## src/rtl/wht_pkg.sv

```systemverilog
// Shared types and constants of the Walsh-Hadamard transform block.
package wht_pkg;

  localparam int unsigned SAMPLE_W      = 32;
  localparam int unsigned COEF_W        = 38;
  localparam int unsigned BITS_W        = 3;
  localparam int unsigned CFG_IDX_W     = 2;
  localparam int unsigned CFG_DATA_W    = 3;
  localparam int unsigned MAX_BITS_DFLT = 6;
  localparam int unsigned IQ_DEPTH      = 4;
  localparam int unsigned OQ_DEPTH      = 4;

  localparam logic [CFG_IDX_W-1:0] REG_NUM_BITS = 2'd0;
  localparam logic [CFG_IDX_W-1:0] REG_INVERSE  = 2'd1;

  localparam logic [BITS_W-1:0] NUM_BITS_RST = 3'd6;

  // Active transform setup, front to back.
  typedef struct packed {
    logic [BITS_W-1:0] bits;
    logic              inverse;
  } wht_cfg_t;

  // Classified sample in the queue between front and back.
  typedef struct packed {
    logic signed [SAMPLE_W-1:0] sample;
    logic                       last;
  } wht_item_t;

  // Result beat in the output queue.
  typedef struct packed {
    logic signed [COEF_W-1:0] coef;
    logic                     last;
  } wht_res_t;

endpackage

```

## src/rtl/wht_ram.sv

```systemverilog
// Generic simple dual-port RAM, one write and one registered read port.
module wht_ram #(
  parameter int unsigned WIDTH = 8,
  parameter int unsigned DEPTH = 64
) (
  input  logic                     clk,
  input  logic                     we,
  input  logic [$clog2(DEPTH)-1:0] waddr,
  input  logic [WIDTH-1:0]         wdata,
  input  logic [$clog2(DEPTH)-1:0] raddr,
  output logic [WIDTH-1:0]         rdata
);

  logic [WIDTH-1:0] mem [DEPTH];
  logic [WIDTH-1:0] rdata_r;

  always_ff @(posedge clk) begin
    if (we) begin
      mem[waddr] <= wdata;
    end
    rdata_r <= mem[raddr];
  end

  assign rdata = rdata_r;

endmodule

```

## src/rtl/wht_fifo.sv

```systemverilog
// Small register FIFO with occupancy count.
module wht_fifo #(
  parameter int unsigned WIDTH = 8,
  parameter int unsigned DEPTH = 4
) (
  input  logic                       clk,
  input  logic                       rst_n,
  input  logic                       wr_en,
  input  logic [WIDTH-1:0]           wr_data,
  output logic                       full,
  input  logic                       rd_en,
  output logic [WIDTH-1:0]           rd_data,
  output logic                       empty,
  output logic [$clog2(DEPTH):0]     count
);

  localparam int unsigned PW = $clog2(DEPTH);

  logic [WIDTH-1:0] mem [DEPTH];
  logic [PW-1:0]    wptr_r, wptr_nxt;
  logic [PW-1:0]    rptr_r, rptr_nxt;
  logic [PW:0]      cnt_r, cnt_nxt;
  logic             do_wr, do_rd;

  assign do_wr = wr_en && !full;
  assign do_rd = rd_en && !empty;

  always_comb begin
    wptr_nxt = wptr_r;
    rptr_nxt = rptr_r;
    cnt_nxt  = cnt_r;
    if (do_wr) begin
      wptr_nxt = wptr_r + PW'(1);
    end
    if (do_rd) begin
      rptr_nxt = rptr_r + PW'(1);
    end
    if (do_wr && !do_rd) begin
      cnt_nxt = cnt_r + (PW+1)'(1);
    end else if (!do_wr && do_rd) begin
      cnt_nxt = cnt_r - (PW+1)'(1);
    end
  end

  always_ff @(posedge clk) begin
    if (!rst_n) begin
      wptr_r <= '0;
      rptr_r <= '0;
      cnt_r  <= '0;
    end else begin
      wptr_r <= wptr_nxt;
      rptr_r <= rptr_nxt;
      cnt_r  <= cnt_nxt;
    end
  end

  always_ff @(posedge clk) begin
    if (do_wr) begin
      mem[wptr_r] <= wr_data;
    end
  end

  assign rd_data = mem[rptr_r];
  assign empty   = (cnt_r == '0);
  assign full    = (cnt_r == (PW+1)'(DEPTH));
  assign count   = cnt_r;

endmodule

```

## src/rtl/wht_front.sv

```systemverilog
// Front end: config registers, sample counting, classified sample queue.
module wht_front #(
  parameter int unsigned MAX_BITS = wht_pkg::MAX_BITS_DFLT
) (
  input  logic                                clk,
  input  logic                                rst_n,
  input  logic                                cfg_valid,
  output logic                                cfg_ready,
  input  logic [wht_pkg::CFG_IDX_W-1:0]       cfg_index,
  input  logic [wht_pkg::CFG_DATA_W-1:0]      cfg_data,
  input  logic                                in_push,
  output logic                                in_full,
  input  logic signed [wht_pkg::SAMPLE_W-1:0] in_sample,
  output wht_pkg::wht_cfg_t                   cfg,
  output wht_pkg::wht_item_t                  item,
  output logic                                item_empty,
  input  logic                                item_pop
);

  localparam int unsigned CNT_W = MAX_BITS + 1;

  logic [wht_pkg::BITS_W-1:0] num_bits_r, num_bits_nxt;
  logic                       inverse_r, inverse_nxt;
  logic [MAX_BITS-1:0]        load_cnt_r, load_cnt_nxt;
  logic [wht_pkg::BITS_W-1:0] bits;
  logic [CNT_W-1:0]           len;
  logic                       accept, is_last;
  wht_pkg::wht_item_t         push_item;

  assign cfg_ready = 1'b1;

  always_comb begin
    num_bits_nxt = num_bits_r;
    inverse_nxt  = inverse_r;
    if (cfg_valid) begin
      case (cfg_index)
        wht_pkg::REG_NUM_BITS: num_bits_nxt = cfg_data;
        wht_pkg::REG_INVERSE:  inverse_nxt  = cfg_data[0];
        default: ;
      endcase
    end
  end

  // Clamp length to 1..MAX_BITS.
  always_comb begin
    if (num_bits_r == '0) begin
      bits = wht_pkg::BITS_W'(1);
    end else if (num_bits_r > wht_pkg::BITS_W'(MAX_BITS)) begin
      bits = wht_pkg::BITS_W'(MAX_BITS);
    end else begin
      bits = num_bits_r;
    end
  end

  assign len     = CNT_W'(1) << bits;
  assign accept  = in_push && !in_full;
  assign is_last = ({1'b0, load_cnt_r} + CNT_W'(1)) >= len;

  always_comb begin
    load_cnt_nxt = load_cnt_r;
    if (accept) begin
      load_cnt_nxt = is_last ? '0 : load_cnt_r + MAX_BITS'(1);
    end
  end

  always_ff @(posedge clk) begin
    if (!rst_n) begin
      num_bits_r <= wht_pkg::NUM_BITS_RST;
      inverse_r  <= 1'b0;
      load_cnt_r <= '0;
    end else begin
      num_bits_r <= num_bits_nxt;
      inverse_r  <= inverse_nxt;
      load_cnt_r <= load_cnt_nxt;
    end
  end

  assign cfg.bits    = bits;
  assign cfg.inverse = inverse_r;

  assign push_item.sample = in_sample;
  assign push_item.last   = is_last;

  wht_fifo #(
    .WIDTH ($bits(wht_pkg::wht_item_t)),
    .DEPTH (wht_pkg::IQ_DEPTH)
  ) u_iq (
    .clk     (clk),
    .rst_n   (rst_n),
    .wr_en   (in_push),
    .wr_data (push_item),
    .full    (in_full),
    .rd_en   (item_pop),
    .rd_data (item),
    .empty   (item_empty),
    .count   ()
  );

endmodule

```

## src/rtl/wht_back.sv

```systemverilog
// Back end: work buffer, butterfly sequencer, scaling and result queue.
module wht_back #(
  parameter int unsigned MAX_BITS = wht_pkg::MAX_BITS_DFLT
) (
  input  logic                               clk,
  input  logic                               rst_n,
  input  wht_pkg::wht_cfg_t                  cfg,
  input  wht_pkg::wht_item_t                 item,
  input  logic                               item_empty,
  output logic                               item_pop,
  output logic                               out_empty,
  input  logic                               out_pop,
  output logic signed [wht_pkg::COEF_W-1:0]  out_coefficient,
  output logic                               out_last_out
);

  localparam int unsigned AW    = MAX_BITS;
  localparam int unsigned DEPTH = 1 << MAX_BITS;
  localparam int unsigned CNT_W = MAX_BITS + 1;
  localparam int unsigned CW    = wht_pkg::COEF_W;
  localparam int unsigned OCW   = $clog2(wht_pkg::OQ_DEPTH) + 1;

  typedef enum logic [5:0] {
    ST_LOAD = 6'b000001,
    ST_RD_A = 6'b000010,
    ST_RD_B = 6'b000100,
    ST_WR_A = 6'b001000,
    ST_WR_B = 6'b010000,
    ST_EMIT = 6'b100000
  } state_t;

  state_t                     state_r, state_nxt;
  logic [AW-1:0]              ptr_r, ptr_nxt;
  logic [AW-1:0]              idx_r, idx_nxt;
  logic [wht_pkg::BITS_W-1:0] pass_r, pass_nxt;
  logic signed [CW-1:0]       a_r, a_nxt;
  logic signed [CW-1:0]       b_r, b_nxt;
  logic                       pend_r, pend_nxt;
  logic                       pend_last_r, pend_last_nxt;

  logic [AW-1:0]              low_mask, addr_i, addr_j, half_m1, n_m1;
  logic                       ram_we;
  logic [AW-1:0]              ram_waddr, ram_raddr;
  logic signed [CW-1:0]       ram_wdata, ram_rdata;
  logic [OCW-1:0]             oq_count;
  logic                       credit;
  logic signed [CW-1:0]       round_add, scaled, adj;
  wht_pkg::wht_res_t          oq_in, oq_out;

  assign low_mask = (AW'(1) << pass_r) - AW'(1);
  assign addr_i   = ((idx_r & ~low_mask) << 1) | (idx_r & low_mask);
  assign addr_j   = addr_i | (AW'(1) << pass_r);
  assign half_m1  = (AW'(1) << (cfg.bits - wht_pkg::BITS_W'(1))) - AW'(1);
  assign n_m1     = AW'((CNT_W'(1) << cfg.bits) - CNT_W'(1));
  assign credit   = ({1'b0, oq_count} + (OCW+1)'(pend_r)) < (OCW+1)'(wht_pkg::OQ_DEPTH);

  always_comb begin
    state_nxt     = state_r;
    ptr_nxt       = ptr_r;
    idx_nxt       = idx_r;
    pass_nxt      = pass_r;
    a_nxt         = a_r;
    b_nxt         = b_r;
    pend_nxt      = 1'b0;
    pend_last_nxt = pend_last_r;
    item_pop      = 1'b0;
    ram_we        = 1'b0;
    ram_waddr     = addr_i;
    ram_wdata     = a_r + ram_rdata;
    ram_raddr     = addr_i;
    case (state_r)
      ST_LOAD: begin
        ram_waddr = ptr_r;
        ram_wdata = {{(CW - wht_pkg::SAMPLE_W){item.sample[wht_pkg::SAMPLE_W-1]}},
                     item.sample};
        if (!item_empty) begin
          item_pop = 1'b1;
          ram_we   = 1'b1;
          if (item.last) begin
            ptr_nxt   = '0;
            idx_nxt   = '0;
            pass_nxt  = '0;
            state_nxt = ST_RD_A;
          end else begin
            ptr_nxt = ptr_r + AW'(1);
          end
        end
      end
      ST_RD_A: begin
        state_nxt = ST_RD_B;
      end
      ST_RD_B: begin
        ram_raddr = addr_j;
        a_nxt     = ram_rdata;
        state_nxt = ST_WR_A;
      end
      ST_WR_A: begin
        ram_we    = 1'b1;
        b_nxt     = ram_rdata;
        state_nxt = ST_WR_B;
      end
      ST_WR_B: begin
        ram_we    = 1'b1;
        ram_waddr = addr_j;
        ram_wdata = a_r - b_r;
        state_nxt = ST_RD_A;
        if (idx_r == half_m1) begin
          idx_nxt = '0;
          if (pass_r == cfg.bits - wht_pkg::BITS_W'(1)) begin
            ptr_nxt   = '0;
            state_nxt = ST_EMIT;
          end else begin
            pass_nxt = pass_r + wht_pkg::BITS_W'(1);
          end
        end else begin
          idx_nxt = idx_r + AW'(1);
        end
      end
      ST_EMIT: begin
        ram_raddr = ptr_r;
        if (credit) begin
          pend_nxt      = 1'b1;
          pend_last_nxt = (ptr_r == n_m1);
          ptr_nxt       = ptr_r + AW'(1);
          if (ptr_r == n_m1) begin
            ptr_nxt   = '0;
            state_nxt = ST_LOAD;
          end
        end
      end
      default: begin
        state_nxt = ST_LOAD;
      end
    endcase
  end

  always_ff @(posedge clk) begin
    if (!rst_n) begin
      state_r <= ST_LOAD;
      ptr_r   <= '0;
      idx_r   <= '0;
      pass_r  <= '0;
      pend_r  <= 1'b0;
    end else begin
      state_r <= state_nxt;
      ptr_r   <= ptr_nxt;
      idx_r   <= idx_nxt;
      pass_r  <= pass_nxt;
      pend_r  <= pend_nxt;
    end
  end

  always_ff @(posedge clk) begin
    a_r         <= a_nxt;
    b_r         <= b_nxt;
    pend_last_r <= pend_last_nxt;
  end

  wht_ram #(
    .WIDTH (CW),
    .DEPTH (DEPTH)
  ) u_buf (
    .clk   (clk),
    .we    (ram_we),
    .waddr (ram_waddr),
    .wdata (ram_wdata),
    .raddr (ram_raddr),
    .rdata (ram_rdata)
  );

  // Divide by N, truncating toward zero.
  assign round_add = ram_rdata[CW-1] ? ((CW'(1) << cfg.bits) - CW'(1)) : '0;
  assign adj       = ram_rdata + round_add;
  assign scaled    = adj >>> cfg.bits;

  assign oq_in.coef = cfg.inverse ? scaled : ram_rdata;
  assign oq_in.last = pend_last_r;

  wht_fifo #(
    .WIDTH ($bits(wht_pkg::wht_res_t)),
    .DEPTH (wht_pkg::OQ_DEPTH)
  ) u_oq (
    .clk     (clk),
    .rst_n   (rst_n),
    .wr_en   (pend_r),
    .wr_data (oq_in),
    .full    (),
    .rd_en   (out_pop),
    .rd_data (oq_out),
    .empty   (out_empty),
    .count   (oq_count)
  );

  assign out_coefficient = oq_out.coef;
  assign out_last_out    = oq_out.last;

endmodule

```

## src/rtl/walsh_hadamard_transform.sv

```systemverilog
// Top level of the Walsh-Hadamard transform block.
//
//   channel  ports                                   beat moves
//   in       in_push / in_full, in_sample            one sample
//   out      out_pop / out_empty, out_coefficient,   one coefficient
//            out_last_out
//   cfg      cfg_valid / cfg_ready, cfg_index,       one register write
//            cfg_data
//
// Samples load into the work buffer at one per cycle, while the back end is in
// its load state, through a 4-deep queue. The transform then runs on the
// one-read one-write work buffer; each butterfly reads a, reads b, then writes
// a+b and a-b back. Samples keep queueing while a transform runs; out_empty and
// in_full stall each side on its own. Reset is synchronous and needs no clearing
// pass.
module walsh_hadamard_transform #(
  parameter int unsigned MAX_BITS = wht_pkg::MAX_BITS_DFLT
) (
  input  logic                                clk,
  input  logic                                rst_n,
  input  logic                                cfg_valid,
  output logic                                cfg_ready,
  input  logic [wht_pkg::CFG_IDX_W-1:0]       cfg_index,
  input  logic [wht_pkg::CFG_DATA_W-1:0]      cfg_data,
  input  logic                                in_push,
  output logic                                in_full,
  input  logic signed [wht_pkg::SAMPLE_W-1:0] in_sample,
  output logic                                out_empty,
  input  logic                                out_pop,
  output logic signed [wht_pkg::COEF_W-1:0]   out_coefficient,
  output logic                                out_last_out
);

  wht_pkg::wht_cfg_t  cfg;
  wht_pkg::wht_item_t item;
  logic               item_empty;
  logic               item_pop;

  wht_front #(
    .MAX_BITS (MAX_BITS)
  ) u_front (
    .clk        (clk),
    .rst_n      (rst_n),
    .cfg_valid  (cfg_valid),
    .cfg_ready  (cfg_ready),
    .cfg_index  (cfg_index),
    .cfg_data   (cfg_data),
    .in_push    (in_push),
    .in_full    (in_full),
    .in_sample  (in_sample),
    .cfg        (cfg),
    .item       (item),
    .item_empty (item_empty),
    .item_pop   (item_pop)
  );

  wht_back #(
    .MAX_BITS (MAX_BITS)
  ) u_back (
    .clk             (clk),
    .rst_n           (rst_n),
    .cfg             (cfg),
    .item            (item),
    .item_empty      (item_empty),
    .item_pop        (item_pop),
    .out_empty       (out_empty),
    .out_pop         (out_pop),
    .out_coefficient (out_coefficient),
    .out_last_out    (out_last_out)
  );

endmodule

```

## config.mk

```make
export PLATFORM = sky130hd
export DESIGN_NAME = walsh_hadamard_transform
export DESIGN_NICKNAME = d
export VERILOG_FILES = /design/src/rtl/wht_pkg.sv /design/src/rtl/wht_ram.sv /design/src/rtl/wht_fifo.sv /design/src/rtl/wht_front.sv /design/src/rtl/wht_back.sv /design/src/rtl/walsh_hadamard_transform.sv
export SDC_FILE = /design/constraint.sdc
export NUM_CORES = 2
export LEC_CHECK = 0
export BUFFER_PORTS_ARGS = -buffer_cell sky130_fd_sc_hd__buf_2
export CAP_MARGIN = 20
export CORE_ASPECT_RATIO = 1.75
export CORE_MARGIN = 2
export CORE_UTILIZATION = 58
export DETAILED_ROUTE_END_ITERATION = 6
export GPL_TIMING_DRIVEN = 1
export PLACE_DENSITY = 0.74
export REMOVE_ABC_BUFFERS = 1
export SLEW_MARGIN = 20
export SYNTH_ARGS = -nofsm -noshare
export SYNTH_HDL_FRONTEND = slang
export SYNTH_HIERARCHICAL = 1
export SYNTH_SLANG_ARGS = --single-unit
```

## constraint.sdc

```tcl
create_clock -name clk -period 15.6 [get_ports clk]
set_input_delay 3.12 -clock clk [delete_from_list [all_inputs] [get_ports clk]]
set_output_delay 3.12 -clock clk [all_outputs]
set_load 0.03 [all_outputs]
```

Word level (Yosys, flattened, before mapping)
Memory sizes are Yosys's and may differ from the RTL's. A register that Yosys moved wholly into a read port is not among the register bits.
Index checks and enable logic that the tools add are counted.
{"block": "word_totals", "regBits": 123, "ramBits": 2720, "in_bits": 42, "out_inout_bits": 42, "elab_cells": 156, "n_memories": 3}
{"block": "classes", "addsub": 22, "magnitude_cmp": 3, "n_eq_ne": 19, "n_shift": 5, "mux": 49, "n_bitwise": 5, "reduce_logical": 33}
{"memory": "u_back.u_buf.mem", "words": 64, "width": 38, "rd": 1, "rd_clocked_by_memory_dff": 1, "wr": 1, "line": "wht_ram.sv:14", "source": "logic [WIDTH-1:0] mem [DEPTH];"}
{"memory": "u_back.u_oq.mem", "words": 4, "width": 39, "rd": 1, "rd_clocked_by_memory_dff": 1, "wr": 1, "line": "wht_fifo.sv:19", "source": "logic [WIDTH-1:0] mem [DEPTH];"}
{"memory": "u_front.u_iq.mem", "words": 4, "width": 33, "rd": 1, "rd_clocked_by_memory_dff": 1, "wr": 1, "line": "wht_fifo.sv:19"}
{"cell": "2-to-1 mux 6 bit", "n": 16}
{"cell": "adder 38 bit", "n": 2}
{"cell": "2-to-1 mux 38 bit", "n": 2}
{"cell": "case mux 38 bit (2 select lines)", "n": 1}
{"cell": "<< shifter 1 x 3 -> 38 bit, first input constant", "n": 1}
{"cell": ">>> shifter 38 x 3 -> 38 bit", "n": 1}
{"cell": "subtractor 38 x 1 -> 38 bit, second input constant", "n": 1}
{"cell": "subtractor 38 bit", "n": 1}
{"cell": "case mux 6 bit (2 select lines)", "n": 3}
{"cell": "case mux 6 bit (6 select lines)", "n": 1}
{"cell": "2-to-1 mux 3 bit", "n": 10}
{"cell": "adder 6 x 1 -> 6 bit, second input constant", "n": 3}
{"cell": "case mux 6 bit (3 select lines)", "n": 1}
{"cell": "subtractor 6 x 2 -> 6 bit, second input constant", "n": 3}
{"cell": "equality test 6 bit", "n": 2}
{"cell": "OR 6 bit", "n": 2}
{"cell": "<< shifter 1 x 3 -> 6 bit, first input constant", "n": 2}
{"cell": "AND reduction 5 bit", "n": 2}
{"cell": "adder 3 x 1 -> 3 bit, second input constant", "n": 3}
{"cell": "zero test 3 bit", "n": 3}
{"cell": "2-to-1 mux 1 bit", "n": 9}
{"cell": "subtractor 3 x 1 -> 3 bit, second input constant", "n": 3}
{"cell": "adder 2 x 1 -> 2 bit, second input constant", "n": 4}
{"cell": "logical AND 1 bit", "n": 8}
{"cell": "other kinds (31)", "n": 52}

Logic depth before layout (Yosys ltp)
{"block": "logic_depth", "depth_word": 9, "ltp_mapped": 24, "ltp_nobuf": 21}

Hierarchy
Netlist, hierarchy kept.
{"module": "wht_ram", "instances": 1, "cells_each": 3989, "area_each_um2": 92939.1, "seq_area_each_um2": 73790.8}
{"module": "wht_back", "instances": 1, "cells_each": 1450, "area_each_um2": 11526.1, "seq_area_each_um2": 2752.6}
{"module": "wht_fifo at u_back.u_oq", "instances": 1, "cells_each": 251, "area_each_um2": 6100.9, "seq_area_each_um2": 4864.7}
{"module": "wht_fifo at u_front.u_iq", "instances": 1, "cells_each": 221, "area_each_um2": 5297.6, "seq_area_each_um2": 4144.0}
{"module": "wht_front", "instances": 1, "cells_each": 93, "area_each_um2": 765.7, "seq_area_each_um2": 200.2}

Worst setup path after synthesis
Ideal clock, no wire load.
{"block": "synth_timing", "path_kind": "reg2reg", "startpoint": "register u_back.u_buf.rdata_r[12], in the netlist u_back/u_buf/rdata[12] (read register of u_back.u_buf.mem)", "endpoint": "memory u_back/u_buf/mem[0][35] in the netlist's numbering (data pin)", "setup_ps": 701, "t_arrival_ps": 6966, "t_required_ps": 14899, "setup_slack_ps": 7932, "stages_incl_launch_ff": 21, "n_path_buf": 0, "synth_period_minus_slack_ps": 7668, "cell_sequence": "dfxtp_1 > or4_4 > or3_4 > or2_2 > nor3_1 > nand2_1 > nor3_1 > xor2_1 > nand2_1 > o21ai_0 > ha_1 > and3_1 > a221oi_1 > o21ai_0 > a21o_1 > a311o_1 > a31o_2 > a211o_1 > a21oi_1 > xor2_1 > o21ai_0"}
{"block": "synth_between", "elab_chain_len": 2}
{"item": "start: declaration", "line": "wht_ram.sv:15", "source": "logic [WIDTH-1:0] rdata_r;"}
{"item": "adder 38 bit", "line": "wht_back.sv:69", "source": "ram_wdata = a_r + ram_rdata;"}
{"item": "case mux 38 bit (2 select lines)", "line": "wht_back.sv:71", "source": "case (state_r)"}
{"item": "net u_back.ram_wdata[35]", "line": "wht_back.sv:44", "source": "logic signed [CW-1:0] ram_wdata, ram_rdata;"}
{"item": "end: declaration", "line": "wht_ram.sv:14"}
The timed path passes the listed nets, and every way through them passes these cells.

==> results_tabular.tex <==
\begin{tabular}{lr}
\hline
Metric & Value \\
\hline
\multicolumn{2}{l}{\textbf{Clocking}} \\
Maximum buffer depth of the clock tree & 4 \\
H-tree depth & 4 \\
Clock tree from TritonCTS & done \\
Hold buffer count at CTS & 0 \\
Buffer type at the clock tree root & sky130\_fd\_sc\_hd\_\_clkbuf\_16 \\
Clk\_lat worst skew & around 0.95 ns \\
Post-CTS sizing & 0 \\
Clock sink count & 2885 \\
Cts bufs inserted & roughly 240 \\
Clk slew on worst S/H paths & about 0.08 ns \\
Setup repair bufs after CTS & 0 \\
\multicolumn{2}{l}{\textbf{Route}} \\
Number of vias per cell & 6.79 \\
Post-DRT Antenna Nets & 0 \\
Total Routed Length & 302 mm \\
Post-DR wirelength/cell & 33.5 µm \\
Initial DRC Count & about 6.4k \\
Total DRC errors in the routed layout & 0 \\
Detailed-routing iteration count for the pre-antenna-repair pass & 6 \\
Vias after detailed routing & 61.3k \\
\multicolumn{2}{l}{\textbf{Worst setup path}} \\
Number of stages on the worst setup path & 19 \\
Critical path data arrival time & 7.93 ns \\
Cell mode on critical path & sky130\_fd\_sc\_hd\_\_buf\_4 \\
Path type of the worst setup path & reg2reg \\
Reg-to-reg startpoint & u\_front/num\_bits\_r[1] \\
Reg2Reg Depth & 19 \\
Setup crit end kind & flip-flop \\
Delay of the slowest cell on the worst path & 0.92 ns \\
Worst-path cell with the longest stage delay & sky130\_fd\_sc\_hd\_\_nor4\_1 \\
Worst-path fanout max & 40 \\
Critical-path cell list & buf\_4, or2\_2, nand2\_1, buf\_4, inv\_2, buf\_4, ha\_1, nor4\_1, and2\_1, ha\_1, a211oi\_1, o211ai\_1, nor3\_1, o21ai\_0, a2111oi\_0, nor4\_1, mux4\_2, nand2\_1, a31oi\_1 \\
Flop-to-flop setup slack & 8.36 ns \\
Capture point of the worst reg-to-reg path & u\_back/u\_oq/mem[0][35] \\
Required time of the worst setup path & 16.29 ns \\
Critical path startpoint & u\_front/num\_bits\_r[1] \\
Category of the worst setup path launch point & flip-flop \\
Critical path buffer and inverter count & 4 \\
Worst setup endpoint & u\_back/u\_oq/mem[0][35] \\
Cell family with most CP delay & simple AND/OR/NAND/NOR gates \\
\multicolumn{2}{l}{\textbf{Flow run}} \\
Maximum capacitance violations & 0 \\
\multicolumn{2}{l}{\textbf{Placed design}} \\
Post-Place Worst Slack & $\sim$8.7 ns \\
Placed wire-length estimate & about 180 mm \\
Final weighted congestion in routability-driven placement & 0.941 \\
Buffers on Ports & 82 \\
\multicolumn{2}{l}{\textbf{Timing}} \\
Slew at the pin closest to its max-slew limit & 1.14 ns \\
PnR worst setup slack & between 8 and 9 ns \\
Unrepaired setup endpoints after global routing & no \\
Min cycle time layout & 7.24 ns \\
Worst max-slew margin expressed relative to the limit & 23.5\% \\
Setup Viol. Count Final & 0 \\
Final count of pins violating max slew & 0 \\
Setup Skew & 0.105 ns \\
Final clock period utilization by the worst path & 46.4\% \\
Maximum operating frequency & 138 MHz \\
Number of hold violations in the final report & 0 \\
\multicolumn{2}{l}{\textbf{Synthesis}} \\
Mapped Cells & $\sim$6.0k \\
EDFF count, synth & between 2k and 3k \\
Most used DFF post-synth & sky130\_fd\_sc\_hd\_\_edfxtp\_1 \\
Count of state elements after synthesis & 2885 \\
Yosys cell types & 92 \\
Share of synthesized area occupied by flip-flops and latches & 73.5\% \\
Async S/R FF share, synth & 0\% \\
Syn Area/Cell & 19.4 µm² \\
Count of synthesis-stage warnings from yosys & 6 \\
Area of the mapped netlist & 117000 µm² \\
\multicolumn{2}{l}{\textbf{Floorplan}} \\
Starting Density & 58.4\% \\
Die extent in x & 343 µm \\
Ports placed on the boundary & 84 \\
Area of the die & just over 200000 µm² \\
Placeable core region & around 200000 µm² \\
FP Rows & 217 \\
Height of the die & approximately 600 µm \\
\multicolumn{2}{l}{\textbf{Cells and area}} \\
Synth-to-layout area growth & 10.6\% \\
Share of final-layout standard cells stronger than drive strength 1 & 23.3\% \\
Leading cell type in the layout, fill and taps excluded & sky130\_fd\_sc\_hd\_\_edfxtp\_1 \\
Commonest cells after routing, fill and taps aside & sky130\_fd\_sc\_hd\_\_edfxtp\_1 (2797), sky130\_fd\_sc\_hd\_\_mux4\_2 (680), sky130\_fd\_sc\_hd\_\_nand2\_1 (257), sky130\_fd\_sc\_hd\_\_clkbuf\_16 (238), sky130\_fd\_sc\_hd\_\_nor2\_1 (199) \\
Number of fill cells in the layout & 13.1k \\
Number of nets in the layout & 6352 \\
\multicolumn{2}{l}{\textbf{GRT}} \\
Via count of the first global-routing pass & around 63k \\
Congestion Overflow GR & 0 \\
Total track usage & 29.8\% \\
Initial antenna violation count & 11 \\
First-pass GRT wire length & 435 mm \\
Maximum number of pins on one net before global-route repair & approximately 120 \\
\multicolumn{2}{l}{\textbf{Outcome}} \\
Run status & finished clean \\
\multicolumn{2}{l}{\textbf{Power}} \\
Peak supply drop & approximately 170 µV \\
Power density of the placed cells & 176 nW/µm² \\
Power after layout & roughly 23 mW \\
Static Leakage & 40.2 nW \\
\multicolumn{2}{l}{\textbf{Hold path}} \\
Tightest Hold Check Type & reg2reg \\
\hline
\end{tabular}
## registers in the layout (all words and copies together), names as in the netlist, 38 cells and up, named ones only
name,flops
u_back/a_r,38
u_back/b_r,38
u_back/u_buf/mem,2432
u_back/u_buf/rdata,38
u_back/u_oq/mem,156
u_front/u_iq/mem,132
## cells in the mapped netlist (all sizes together), types with 35 or more instances
library cell  instances  share of area [%]
edfxtp             2797                 72
mux4                683                 13
nor2                262               0.84
nand2               259               0.83
a21oi               210               0.90
clkbuf              160               0.52
buf                 157               0.85
a22oi               146               0.94
o21ai               125               0.54
mux2i               118                1.0
ha                  109                1.2
o22ai               103               0.55
dfxtp                88                1.5
xnor2                76               0.59
xor2                 67               0.50
o221ai               50               0.38
inv                  49               0.16
nor3                 44               0.19
nand3                41               0.18
a21o                 39               0.25
mux2                 35               0.34
## layer usage
| layer | share of wire [%] | up-vias | track usage (%) |
|---|---|---|---|
| met3 | 7.9 | 849 | 4.11 |
| li1 | - | 25100 | - |
| met4 | 6.6 | 0 | 17.7 |
| met5 | 0 | - | 0 |
| met1 | 32 | 32000 | 34.2 |
| met2 | 53 | 3334 | 52.9 |
## stage by stage
stage	instance area [µm²]	cells	TNS, ns	hold slack [ns]	util, %
after floorplan	115000	5687	-2527.82	0.459	-
after global placement	121000	8585	0	0.477	60.7
after detailed placement	121000	8586	0	0.499	60.7
after CTS	129000	9015	0	0.508	64.5
after global routing	129000	9027	0	0.528	64.5
final	129000	9028	0	0.512	64.5
## worst min path at each step
| stage | startpoint | endpoint | cells after the start |
|---|---|---|---|
| floorplan | u_back/pend_last_r | u_back/u_oq/mem[0][0] | 0 |
| global placement | u_back/u_oq/wptr_r[1] | u_back/u_oq/wptr_r[1] | 2 |
| detailed placement | u_back/u_oq/wptr_r[0] | u_back/u_oq/wptr_r[0] | 2 |
| CTS | u_back/u_oq/wptr_r[0] | u_back/u_oq/wptr_r[0] | 2 |
| global route | u_front/load_cnt_r[1] | u_front/load_cnt_r[1] | 2 |
| finish | u_back/u_oq/wptr_r[0] | u_back/u_oq/wptr_r[0] | 2 |
## where the power goes
group / internal, mW / switching [mW]
Combinational: 1.53 / 4.22
Clock: 3.28 / 2.71
Sequential: 10.7 / 0.236
Total: 15.5 / 7.16
## kinds of logic after synthesis
group,Yosys count,synth area share (%)
other,2,0.00644
muxes,836,14.5
and+or+nand+nor,815,3.31
adders and majority gates,113,1.24
xor gates and xnor gates,143,1.10
DFF,2885,73.5
AOI/OAI and AO/OA,842,4.75
buffers and inverters,368,1.53
## final cells by class
| cell class | count | area [µm²] | share of cell area (%) |
|---|---|---|---|
| diodes | 12 | 30.0 | 0.0233 |
| clock buffers | 278 | 6180 | 4.79 |
| clock inverters | 151 | 1510 | 1.17 |
| inverters | 51 | 191 | 0.148 |
| multi-input cells | 2751 | 30100 | 23.3 |
| flip-flops and latches | 2885 | 85800 | 66.5 |
| well taps | 2628 | 3290 | 2.55 |
| repair buffers | 272 | 1930 | 1.49 |
## worst min-delay path, stage by stage (launching register included)
cell	delay [ns]
sky130_fd_sc_hd__dfxtp_1	0.35
sky130_fd_sc_hd__nand2_1	0.07
sky130_fd_sc_hd__mux2i_1	0.05
Note: power is estimated with default switching activity, not from simulation.
